===== config.mk =====
export PLATFORM = sky130hd
export DESIGN_NAME = fifo_scancode_serial_transmitter_core_flat
export DESIGN_NICKNAME = d
export VERILOG_FILES = /design/src/rtl/fsst_pkg.sv /design/src/rtl/fsst_intf.sv /design/src/rtl/fifo_scancode_serial_transmitter_core.sv /design/src/flat_wrapper.sv
export SDC_FILE = /design/constraint.sdc
export NUM_CORES = 1
export LEC_CHECK = 0
export ABC_AREA = 1
export BUFFER_PORTS_ARGS = -buffer_cell sky130_fd_sc_hd__buf_2
export CORE_UTILIZATION = 48
export DETAILED_ROUTE_END_ITERATION = 8
export SYNTH_ARGS = -nofsm -noshare
export SYNTH_HDL_FRONTEND = slang
export SYNTH_SLANG_ARGS = --single-unit
export TNS_END_PERCENT = 10

===== constraint.sdc =====
create_clock -name clk -period 6.8 [get_ports clk]
set_input_delay 0.68 -clock clk [delete_from_list [all_inputs] [get_ports clk]]
set_output_delay 0.68 -clock clk [all_outputs]
set_load 0.03 [all_outputs]

===== src/rtl/fsst_pkg.sv =====
`timescale 1ns / 1ps
// ----------------------------------------------------------------------------
// fsst_pkg
// shared constants, frame phase codes and helpers for the scancode
// serial transmitter
// ----------------------------------------------------------------------------
package fsst_pkg;

	// queue geometry, one slot always stays empty
	localparam int FIFO_DEPTH = 16;
	localparam int PTR_W      = (FIFO_DEPTH > 1) ? $clog2(FIFO_DEPTH) : 1;

	// serial frame
	localparam int SCANCODE_W = 8;
	localparam int DATA_BITS  = 8;
	localparam int BIT_IDX_W  = $clog2(DATA_BITS);
	localparam int BIT_CNT_W  = 4;

	// request kinds
	localparam logic REQ_ENQUEUE = 1'b0;
	localparam logic REQ_CLK_EDGE = 1'b1;

	// frame phase codes
	localparam int PHASE_W = 3;
	localparam logic [PHASE_W-1:0] PH_IDLE   = 3'd0;
	localparam logic [PHASE_W-1:0] PH_START  = 3'd1;
	localparam logic [PHASE_W-1:0] PH_DATA   = 3'd2;
	localparam logic [PHASE_W-1:0] PH_STOP   = 3'd3;
	localparam logic [PHASE_W-1:0] PH_RETURN = 3'd4;

	typedef logic [PTR_W-1:0] ptr_t;

	// circular increment, safe for depths that are not a power of two
	function automatic ptr_t next_slot(input ptr_t p);
		ptr_t r;
		if (p == PTR_W'(FIFO_DEPTH - 1)) begin
			r = '0;
		end else begin
			r = p + 1'b1;
		end
		return r;
	endfunction

endpackage


===== src/rtl/fsst_intf.sv =====
`timescale 1ns / 1ps
// ----------------------------------------------------------------------------
// fsst request and response channels
// valid/ready channels carrying one request or one line step result
// ----------------------------------------------------------------------------
interface fsst_req_if;
	logic                             valid;
	logic                             ready;
	logic                             req_type;
	logic [fsst_pkg::SCANCODE_W-1:0]  scancode;

	modport source (output valid, output req_type, output scancode, input ready);
	modport sink   (input valid, input req_type, input scancode, output ready);
endinterface

interface fsst_rsp_if;
	logic valid;
	logic ready;
	logic data_level;
	logic dropped;

	modport source (output valid, output data_level, output dropped, input ready);
	modport sink   (input valid, input data_level, input dropped, output ready);
endinterface


===== src/rtl/fifo_scancode_serial_transmitter_core.sv =====
`timescale 1ns / 1ps
// ----------------------------------------------------------------------------
// fifo_scancode_serial_transmitter_core
// serial scancode transmitter fed by a circular byte queue
// ----------------------------------------------------------------------------
// req channel: each transaction is an enqueue (req_type = 0) that queues
//   scancode, or one falling host clock edge (req_type = 1) that advances
//   the serial frame by one step
// rsp channel: one transaction per request, the data line level after that
//   step and a dropped flag for an enqueue into a full queue (one slot always
//   stays empty, so FIFO_DEPTH-1 bytes fit)
// frame: sync mark high on pop, start bit 0, eight data bits lsb first, stop
//   bit 1, then back low; a queued byte starts the next frame on that return
// timing: an accepted request waits in the input register, the state and the
//   output register are updated together from it, and one request per cycle
//   is sustained while rsp is not stalled, set by the single update stage
//   between the input register and the output register
// reset: arst_n clears pointers, frame phase, bit counter, tx byte and line
//   level; the queue storage itself is not cleared
// stall: while rsp is stalled the output register holds, one more request
//   waits in the input register, after which req.ready drops
// ----------------------------------------------------------------------------
module fifo_scancode_serial_transmitter_core (
	input  logic           clk,
	input  logic           arst_n,
	fsst_req_if.sink       req,
	fsst_rsp_if.source     rsp
);

	// input register stage
	logic                             valid_s1;
	logic                             req_type_s1;
	logic [fsst_pkg::SCANCODE_W-1:0]  scancode_s1;
	logic                             fire_s1;

	// transmitter state
	logic [fsst_pkg::SCANCODE_W-1:0]  store_q [fsst_pkg::FIFO_DEPTH];
	fsst_pkg::ptr_t                   wr_ptr_q, rd_ptr_q;
	logic [fsst_pkg::PHASE_W-1:0]     phase_q;
	logic [fsst_pkg::BIT_CNT_W-1:0]   bit_cnt_q;
	logic [fsst_pkg::SCANCODE_W-1:0]  tx_byte_q;
	logic                             line_q;

	// next state
	fsst_pkg::ptr_t                   wr_ptr_d, rd_ptr_d, wr_nxt, rd_nxt;
	logic [fsst_pkg::PHASE_W-1:0]     phase_d;
	logic [fsst_pkg::BIT_CNT_W-1:0]   bit_cnt_d, bit_cnt_inc;
	logic [fsst_pkg::SCANCODE_W-1:0]  tx_byte_d, head_byte, enq_head;
	logic                             line_d;
	logic                             drop_d;
	logic                             store_we;
	logic                             q_full, q_empty;

	// output register
	logic                             rsp_valid_q;
	logic                             data_level_q;
	logic                             dropped_q;

	// stage advances when the output register is free or being emptied
	assign fire_s1   = valid_s1 && (!rsp_valid_q || rsp.ready);
	assign req.ready = !valid_s1 || fire_s1;

	always_ff @(posedge clk or negedge arst_n) begin
		if (!arst_n) begin
			valid_s1 <= 1'b0;
		end else if (req.ready) begin
			valid_s1 <= req.valid;
		end
	end

	always_ff @(posedge clk) begin
		if (req.valid && req.ready) begin
			req_type_s1 <= req.req_type;
			scancode_s1 <= req.scancode;
		end
	end

	// queue status and head byte; an empty queue bypasses the incoming byte
	assign wr_nxt      = fsst_pkg::next_slot(wr_ptr_q);
	assign rd_nxt      = fsst_pkg::next_slot(rd_ptr_q);
	assign q_full      = (wr_nxt == rd_ptr_q);
	assign q_empty     = (wr_ptr_q == rd_ptr_q);
	assign head_byte   = store_q[rd_ptr_q];
	assign enq_head    = q_empty ? scancode_s1 : head_byte;
	assign bit_cnt_inc = bit_cnt_q + 1'b1;

	always_comb begin
		wr_ptr_d  = wr_ptr_q;
		rd_ptr_d  = rd_ptr_q;
		phase_d   = phase_q;
		bit_cnt_d = bit_cnt_q;
		tx_byte_d = tx_byte_q;
		line_d    = line_q;
		drop_d    = 1'b0;
		store_we  = 1'b0;
		if (req_type_s1 == fsst_pkg::REQ_ENQUEUE) begin
			if (q_full) begin
				// full queue: byte discarded, nothing else moves
				drop_d = 1'b1;
			end else begin
				store_we = 1'b1;
				wr_ptr_d = wr_nxt;
				if (phase_q == fsst_pkg::PH_IDLE) begin
					// pop at once and raise the sync mark
					tx_byte_d = enq_head;
					rd_ptr_d  = rd_nxt;
					line_d    = 1'b1;
					phase_d   = fsst_pkg::PH_START;
				end
			end
		end else begin
			unique case (phase_q)
				fsst_pkg::PH_START: begin
					line_d    = 1'b0;
					bit_cnt_d = '0;
					phase_d   = fsst_pkg::PH_DATA;
				end
				fsst_pkg::PH_DATA: begin
					line_d    = tx_byte_q[bit_cnt_q[fsst_pkg::BIT_IDX_W-1:0]];
					bit_cnt_d = bit_cnt_inc;
					if (bit_cnt_inc >= fsst_pkg::BIT_CNT_W'(fsst_pkg::DATA_BITS)) begin
						phase_d = fsst_pkg::PH_STOP;
					end
				end
				fsst_pkg::PH_STOP: begin
					line_d  = 1'b1;
					phase_d = fsst_pkg::PH_RETURN;
				end
				fsst_pkg::PH_RETURN: begin
					line_d  = 1'b0;
					phase_d = fsst_pkg::PH_IDLE;
					// back-to-back frame when a byte is waiting
					if (!q_empty) begin
						tx_byte_d = head_byte;
						rd_ptr_d  = rd_nxt;
						line_d    = 1'b1;
						phase_d   = fsst_pkg::PH_START;
					end
				end
				default: begin
					// idle or unused phase: clock edge ignored
				end
			endcase
		end
	end

	always_ff @(posedge clk or negedge arst_n) begin
		if (!arst_n) begin
			wr_ptr_q  <= '0;
			rd_ptr_q  <= '0;
			phase_q   <= fsst_pkg::PH_IDLE;
			bit_cnt_q <= '0;
			tx_byte_q <= '0;
			line_q    <= 1'b0;
		end else if (fire_s1) begin
			wr_ptr_q  <= wr_ptr_d;
			rd_ptr_q  <= rd_ptr_d;
			phase_q   <= phase_d;
			bit_cnt_q <= bit_cnt_d;
			tx_byte_q <= tx_byte_d;
			line_q    <= line_d;
		end
	end

	// queue storage, no reset
	always_ff @(posedge clk) begin
		if (fire_s1 && store_we) begin
			store_q[wr_ptr_q] <= scancode_s1;
		end
	end

	// output register
	always_ff @(posedge clk or negedge arst_n) begin
		if (!arst_n) begin
			rsp_valid_q <= 1'b0;
		end else if (fire_s1) begin
			rsp_valid_q <= 1'b1;
		end else if (rsp.ready) begin
			rsp_valid_q <= 1'b0;
		end
	end

	always_ff @(posedge clk) begin
		if (fire_s1) begin
			data_level_q <= line_d;
			dropped_q    <= drop_d;
		end
	end

	assign rsp.valid      = rsp_valid_q;
	assign rsp.data_level = data_level_q;
	assign rsp.dropped    = dropped_q;

`ifndef SYNTHESIS
	// an idle transmitter never leaves a byte waiting in the queue
	a_idle_empty: assert property (@(posedge clk) disable iff (!arst_n)
		(phase_q == fsst_pkg::PH_IDLE) |-> (wr_ptr_q == rd_ptr_q))
		else $error("idle with bytes still queued");

	// the data bit counter never runs past one byte
	a_bit_cnt: assert property (@(posedge clk) disable iff (!arst_n)
		bit_cnt_q <= fsst_pkg::BIT_CNT_W'(fsst_pkg::DATA_BITS))
		else $error("bit counter overran");

	// only the five defined frame phases are ever reached
	a_phase_range: assert property (@(posedge clk) disable iff (!arst_n)
		phase_q <= fsst_pkg::PH_RETURN)
		else $error("frame phase left its range");

	// a clock edge while idle leaves the line alone
	a_idle_edge: assert property (@(posedge clk) disable iff (!arst_n)
		(fire_s1 && (req_type_s1 == fsst_pkg::REQ_CLK_EDGE)
			&& (phase_q == fsst_pkg::PH_IDLE)) |=> (line_q == $past(line_q)))
		else $error("idle clock edge moved the line");

	// a dropped enqueue never starts a frame or moves a pointer
	a_drop_hold: assert property (@(posedge clk) disable iff (!arst_n)
		(fire_s1 && drop_d) |=> ($stable(wr_ptr_q) && $stable(rd_ptr_q)))
		else $error("dropped byte changed the queue");
`endif

endmodule

===== src/flat_wrapper.sv =====
// flat-port wrapper written by rule: the top's interface ports become plain ports
module fifo_scancode_serial_transmitter_core_flat 
  (clk, arst_n, req_valid, req_req_type, req_scancode, req_ready, rsp_valid, rsp_data_level, rsp_dropped, rsp_ready);
  fsst_req_if req_i ();
  fsst_rsp_if rsp_i ();
  input  logic clk;
  input  logic arst_n;
  input wire logic [$bits(req_i.valid)-1:0] req_valid;
  input wire logic [$bits(req_i.req_type)-1:0] req_req_type;
  input wire logic [$bits(req_i.scancode)-1:0] req_scancode;
  output wire logic [$bits(req_i.ready)-1:0] req_ready;
  output wire logic [$bits(rsp_i.valid)-1:0] rsp_valid;
  output wire logic [$bits(rsp_i.data_level)-1:0] rsp_data_level;
  output wire logic [$bits(rsp_i.dropped)-1:0] rsp_dropped;
  input wire logic [$bits(rsp_i.ready)-1:0] rsp_ready;
  assign req_i.valid = req_valid;
  assign req_i.req_type = req_req_type;
  assign req_i.scancode = req_scancode;
  assign req_ready = req_i.ready;
  assign rsp_valid = rsp_i.valid;
  assign rsp_data_level = rsp_i.data_level;
  assign rsp_dropped = rsp_i.dropped;
  assign rsp_i.ready = rsp_ready;
  fifo_scancode_serial_transmitter_core u_core (.clk(clk), .arst_n(arst_n), .req(req_i), .rsp(rsp_i));
endmodule

# Word level (Yosys, flattened, before mapping)
# Memory sizes are Yosys's and may differ from the RTL's.
# Cells that the tools add are included.
[classes]
n_addsub = 3
div_mod_pow = 0
multipliers = 0
eq_ne = 13
reduce_logical = 15
shifts = 0
order_cmp = 2
n_bitwise = 2
muxes = 34
[ops]
columns = ["op", "n"]
rows = [
  ["$mux W8", 6],
  ["$mux W4", 7],
  ["$mux W1", 13],
  ["$add A4 B1 Y4 const B", 3],
  ["$mux W3", 4],
  ["$pmux W3 S4", 1],
  ["$reduce_and A5 Y1", 2],
  ["$eq A4 B4 Y1", 2],
  ["$eq A4 B4 Y1 const B", 2],
  ["$pmux W4 S2", 1],
  ["$eq A3 B2 Y1 const B", 2],
  ["$reduce_and A3 Y1", 2],
  ["$reduce_bool A2 Y1", 3],
  ["$ne A5 B5 Y1 const B", 1],
  ["$ge A4 B4 Y1 const B", 1],
  ["$lt A3 B4 Y1 const B", 1],
  ["$ne A2 B2 Y1 const B", 2],
  ["$pmux W1 S4", 1],
  ["$bmux W1 S3", 1],
  ["$eq A3 B1 Y1 const B", 1],
  ["$eq A3 B3 Y1 const B", 1],
  ["$logic_and A1 B1 Y1", 3],
  ["$logic_not A3 Y1", 1],
  ["$ne A3 B3 Y1 const B", 1],
  ["other kinds (4)", 7],
]
[word_totals]
rom_bits = 0
ramBits = 128
wordCells = 82
latchBits = 0
ff_bits = 37
n_memories = 1
inputBits = 13
[mem_list]
columns = ["name", "words", "width", "read_ports", "rd_clocked_by_memory_dff", "write_ports", "line", "text"]
rows = [
  ["u_core.store_q", 16, 8, 1, 0, 1, "fifo_scancode_serial_transmitter_core.sv:37", "logic [fsst_pkg::SCANCODE_W-1:0] store_q [fsst_pkg::FIFO_DEPTH];"],
]

# Longest topological paths before layout
[logic_depth]
word_depth = 8
depth_mapped = 14

# Worst setup path before layout
# No wires, ideal clock.
[synth_path]
kind = "register to register"
start = "reg u_core.wr_ptr_q[0]"
end = "mem u_core.store_q[13][0] (netlist bit) (enable)"
n_path_buf = 1
period_less_slack_ps = 2435
t_arrival_ps = 2052
setup_time_ps = 383
path_stages_with_launch = 10
setup_slack_ps = 4365
cell_sequence = "dfrtp_1 -> inv_1 -> ha_1 -> xnor2_1 -> nand3_1 -> nor2_1 -> nand2_1 -> nand3_2 -> buf_2 -> nor3_1"
[synth_via]
elab_chain_len = 8
[synth_lines]
columns = ["item", "line", "text"]
rows = [
  ["start: declaration", "fifo_scancode_serial_transmitter_core.sv:38", "fsst_pkg::ptr_t wr_ptr_q, rd_ptr_q;"],
  ["start signal: assignment", "fifo_scancode_serial_transmitter_core.sv:156", "wr_ptr_q <= wr_ptr_d;"],
  ["$add A4 B1 Y4 / $eq A4 B4 Y1 (equally long branches)", "fsst_pkg.sv:39, fsst_pkg.sv:36", ""],
  ["$mux W4 (*)", "fsst_pkg.sv:36", "if (p == PTR_W'(FIFO_DEPTH - 1)) begin"],
  ["named net u_core.wr_nxt[1]", "fifo_scancode_serial_transmitter_core.sv:45", "fsst_pkg::ptr_t wr_ptr_d, rd_ptr_d, wr_nxt, rd_nxt;"],
  ["$eq A4 B4 Y1 (*)", "fifo_scancode_serial_transmitter_core.sv:81", "assign q_full = (wr_nxt == rd_ptr_q);"],
  ["$mux W1 (*)", "fifo_scancode_serial_transmitter_core.sv:97", "if (q_full) begin"],
  ["$mux W1 (*)", "fifo_scancode_serial_transmitter_core.sv:96", "if (req_type_s1 == fsst_pkg::REQ_ENQUEUE) begin"],
  ["$logic_and A1 B1 Y1 (*)", "fifo_scancode_serial_transmitter_core.sv:167", "if (fire_s1 && store_we) begin"],
  ["$mux W1 (*)", "fifo_scancode_serial_transmitter_core.sv:167", ""],
  ["$mux W1 (not written as such) (*)", "fifo_scancode_serial_transmitter_core.sv:168", "store_q[wr_ptr_q] <= scancode_s1;"],
  ["end: declaration", "fifo_scancode_serial_transmitter_core.sv:37", ""],
]
# Mark *: on every way through the listed nets, which the timed path passes. The rest lies on a longest branch.

# Worst setup path after layout
[layout_path]
start = "reg u_core.rd_ptr_q[0]"
end = "mem u_core.store_q[7][7] (netlist bit) (enable)"
[layout_via]
elab_chain_len = 6
[layout_lines]
columns = ["item", "line", "text"]
rows = [
  ["start: declaration", "fifo_scancode_serial_transmitter_core.sv:38", ""],
  ["start signal: assignment", "fifo_scancode_serial_transmitter_core.sv:157", "rd_ptr_q <= rd_ptr_d;"],
  ["$eq A4 B4 Y1", "fifo_scancode_serial_transmitter_core.sv:81", ""],
  ["$mux W1", "fifo_scancode_serial_transmitter_core.sv:97", ""],
  ["$mux W1", "fifo_scancode_serial_transmitter_core.sv:96", ""],
  ["$logic_and A1 B1 Y1", "fifo_scancode_serial_transmitter_core.sv:167", ""],
  ["$mux W1", "fifo_scancode_serial_transmitter_core.sv:167", ""],
  ["$mux W1 (not written as such)", "fifo_scancode_serial_transmitter_core.sv:168", ""],
]
# Every way passes these cells.

==> impl_metrics.py <==
metrics = {
    "floorplanning": {
        "core_area_mm2": 0.0145,
        "initial_utilization": 0.492,
        "die_y_um": 124,
        "die_x_um": 124,
        "row_count": 44,
        "io_pins": 17,
        "fp.dieArea_mm2": 0.0154,
    },
    "sta": {
        "setup_viol": 0,
        "grt_setup_unrepaired": "no",
        "slew_viol_final": 0,
        "whs_ns": 0.272,
        "fmax_mhz": 243,
        "hold_viol_final": 0,
        "worst_pin_slew_ns": 1.20,
        "period_needed_ns": 4.12,
        "finalCritPeriodShare": 0.606,
        "slew_headroom": 0.197,
        "clock_skew_ns": 0.00761,
        "finalSetupTns_ns": 0,
    },
    "worst_setup_path": {
        "slowest_stage": "nor3_1",
        "worstPathCellList": "inv_2 > nand3_1 > nand2_1 > nor2_1 > nand2_1 > nand3_2 > nor3_1",
        "cp.buffers_inverters": 1,
        "start_kind": "flop",
        "crit_path_max_fanout": 69,
        "path_delay_family": "simple AND/OR/NAND/NOR gates",
        "cp-end-kind": "flop",
        "arrival_ns": 4.17,
        "cp.required_ns": 6.84,
        "path_class": "flop to flop",
        "slowest_delay_ns": 1.04,
        "crit_top_cell": "nand2_1",
    },
    "detailed_routing": {
        "drt-total-wl_mm": 16.4,
        "via_count": 4827,
        "avgRoutedWirePerCell_um": 18.7,
        "viasPerCell": 5.50,
        "drt_iter0_markers": 564,
        "drtPass1Iterations": 5,
        "antenna_left": 0,
        "drc": 0,
    },
    "cells_and_area": {
        "mostFrequentLayoutCell": "nor2_1",
        "drive_gt1_frac": 0.0823,
        "seqCellArea_mm2": 0.00483,
        "syn2layout_area_growth_pct": 10.2,
        "post-route-util": 0.543,
        "final_cell_mix": "nor2_1, edfxtp_1, nand2_1, o21ai_0, nand3_1",
        "fin_area_mm2": 0.00789,
        "finalNetCount": 699,
        "multiInputGateArea_mm2": 0.00205,
        "antenna_cells": 0,
        "n_fill_cell": 1272,
    },
    "power": {
        "power_leakage_nw": 2.96,
        "power_w": 0.00337,
        "p_per_area_mw_per_mm2": 427,
        "swShare": 0.376,
        "power.internal_w": 0.00210,
        "p_sw_w": 0.00127,
        "seq_power_share": 0.412,
        "p_clk_frac": 0.278,
        "ir_drop_mv": 0.279,
        "combPwrFrac": 0.310,
    },
    "job": {
        "drv_cap": 0,
    },
    "yosys": {
        "synth.distinct_cells": 30,
        "yosys_warnings": 0,
        "netlist_area_mm2": 0.00716,
        "yosys.area.top_type": "edfxtp_1",
        "ys_seq_area_frac": 0.674,
        "synth_cells": 676,
        "synth_edf_count": 139,
        "synth_nets": 695,
        "yosysTopAreaCellShare": 0.583,
        "synth.area.top_cells": "edfxtp_1, dfrtp_1, nor2_1",
        "synth_flop_cell": "edfxtp_1",
        "avgSynthCellArea_um2": 10.6,
        "synth_seq_cells": 165,
        "async_flop_share": 0.158,
    },
    "clocking": {
        "cts_tree": "yes",
        "postCtsHoldBufs": 0,
        "cts_buffers": 17,
        "post_cts_buffers": 0,
        "cts_root_buffer": "clkbuf_16",
        "clockBufferDepth": 2,
        "clk_latency_ns": 0.43,
        "htree_levels": 4,
        "numClockSinks": 165,
        "post_cts_resized": 0,
        "clk_pin_slew_ns": 0.06,
    },
    "place": {
        "port_buffers": 16,
        "routabilityCongestion": 0.888,
        "dpl.hpwl_mm": 10.4,
        "place_area_mm2": 0.00730,
    },
    "grt": {
        "antenna_found_initial": 0,
        "grt_overflow": 0,
        "grt_pass1_vias": 4536,
        "grt_max_degree": 70,
        "gr-usage-all-layers": 0.233,
        "grt_pass1_wl_mm": 24.9,
    },
    "min_path": {
        "hp-class": "primary input to asynchronous set/reset pin",
    },
    "run_status": {
        "status": "complete, no violations",
    },
}
-- worst paths after layout --
check                                                 from                              end  slack (ns)  cells after the start
max reg2reg                 u_core.rd_ptr_q[0]$_DFFE_PN0P_   u_core.store_q[7][7]$_DFFE_PP_        2.68                      7
min in group clk                           req_scancode[4]  u_core.scancode_s1[4]$_DFFE_PP_        0.43                      1
max                         u_core.rd_ptr_q[0]$_DFFE_PN0P_   u_core.store_q[7][7]$_DFFE_PP_        2.68                      7
min                                                 arst_n  u_core.tx_byte_q[6]$_DFFE_PN0P_        0.27                      1
max in group asynchronous                           arst_n   u_core.rd_ptr_q[0]$_DFFE_PN0P_        6.09                      1
min reg2reg                u_core.tx_byte_q[5]$_DFFE_PN0P_  u_core.tx_byte_q[5]$_DFFE_PN0P_        0.48                      2
-- final cells by class --
| type | count | area share |
|---|---|---|
| clock buffers | 20 | 0.0579 |
| clock inverters | 12 | 0.0165 |
| inverters | 29 | 0.0138 |
| multi-input cells | 450 | 0.260 |
| flip-flops and latches | 165 | 0.612 |
| well taps | 184 | 0.0292 |
| repair buffers | 17 | 0.0111 |
-- cell families (layout without fill, tap and decap cells) --
kind of cell    count (synthesis)  in the layout  synth area share
compound gates                 89             89            0.0659
xor+xnor                        8              8           0.00979
fa+ha+maj                       6              6            0.0105
simple gates                  347            347             0.200
flops                         165            165             0.674
buf+inv                        61             78            0.0393
-- metrics by stage --
stage               cells  worst slack (ns)
floorplan             676              4.36
global placement      845              2.86
detailed placement    845              2.76
CTS                   877              2.74
global route          877              2.40
finish                877              2.68
-- flip-flops by register name (all words and copies together), names as in the netlist --
name	count
u_core.store_q	128
u_core.scancode_s1	8
u_core.tx_byte_q	8
u_core.bit_cnt_q	4
u_core.rd_ptr_q	4
u_core.wr_ptr_q	4
u_core.phase_q	3
u_core.line_q	1
u_core.req_type_s1	1
u_core.rsp.data_level	1
u_core.rsp.dropped	1
u_core.rsp.valid	1
u_core.valid_s1	1
-- layer usage --
layer  GRT usage  up-vias  wire length [um]  share of wire
met4       0.106        0               493          0.030
met3      0.0462       37              1070          0.065
met1       0.323     2294              7290           0.44
met5           0        -                 0              0
li1            -     2335                 -              -
met2       0.354      161              7550           0.46
-- cells in the mapped netlist, types with 3 or more instances --
master / n
o211ai_1: 8
edfxtp_1: 139
dfrtp_1: 26
ha_1: 6
inv_1: 25
nand4_1: 3
o21ai_0: 64
buf_4: 8
o21ai_1: 10
nor2_1: 142
clkbuf_1: 9
inv_2: 3
nand2_1: 117
xor2_1: 6
nand3_1: 61
buf_2: 12
a21oi_1: 3
nor3_1: 18
-- worst register-to-register path: stages, from the launching register on --
cell	delay [ns]
dfrtp_2	0.78
inv_2	0.95
nand3_1	0.18
nand2_1	0.11
nor2_1	0.06
nand2_1	0.08
nand3_2	0.52
nor3_1	1.06
-- power by group through the flow --
stage / sequential (W) / clock, W / combinational (W)
global route: 0.00141 / 0.000986 / 0.00118
global placement: 0.00140 / 0 / 0.00102
finish: 0.00139 / 0.000935 / 0.00104
CTS: 0.00139 / 0.000946 / 0.00104
detailed placement: 0.00141 / 0 / 0.00103
floorplan: 0.00131 / 0 / 0.000843
No activity file was read; power rests on OpenSTA's default activity.
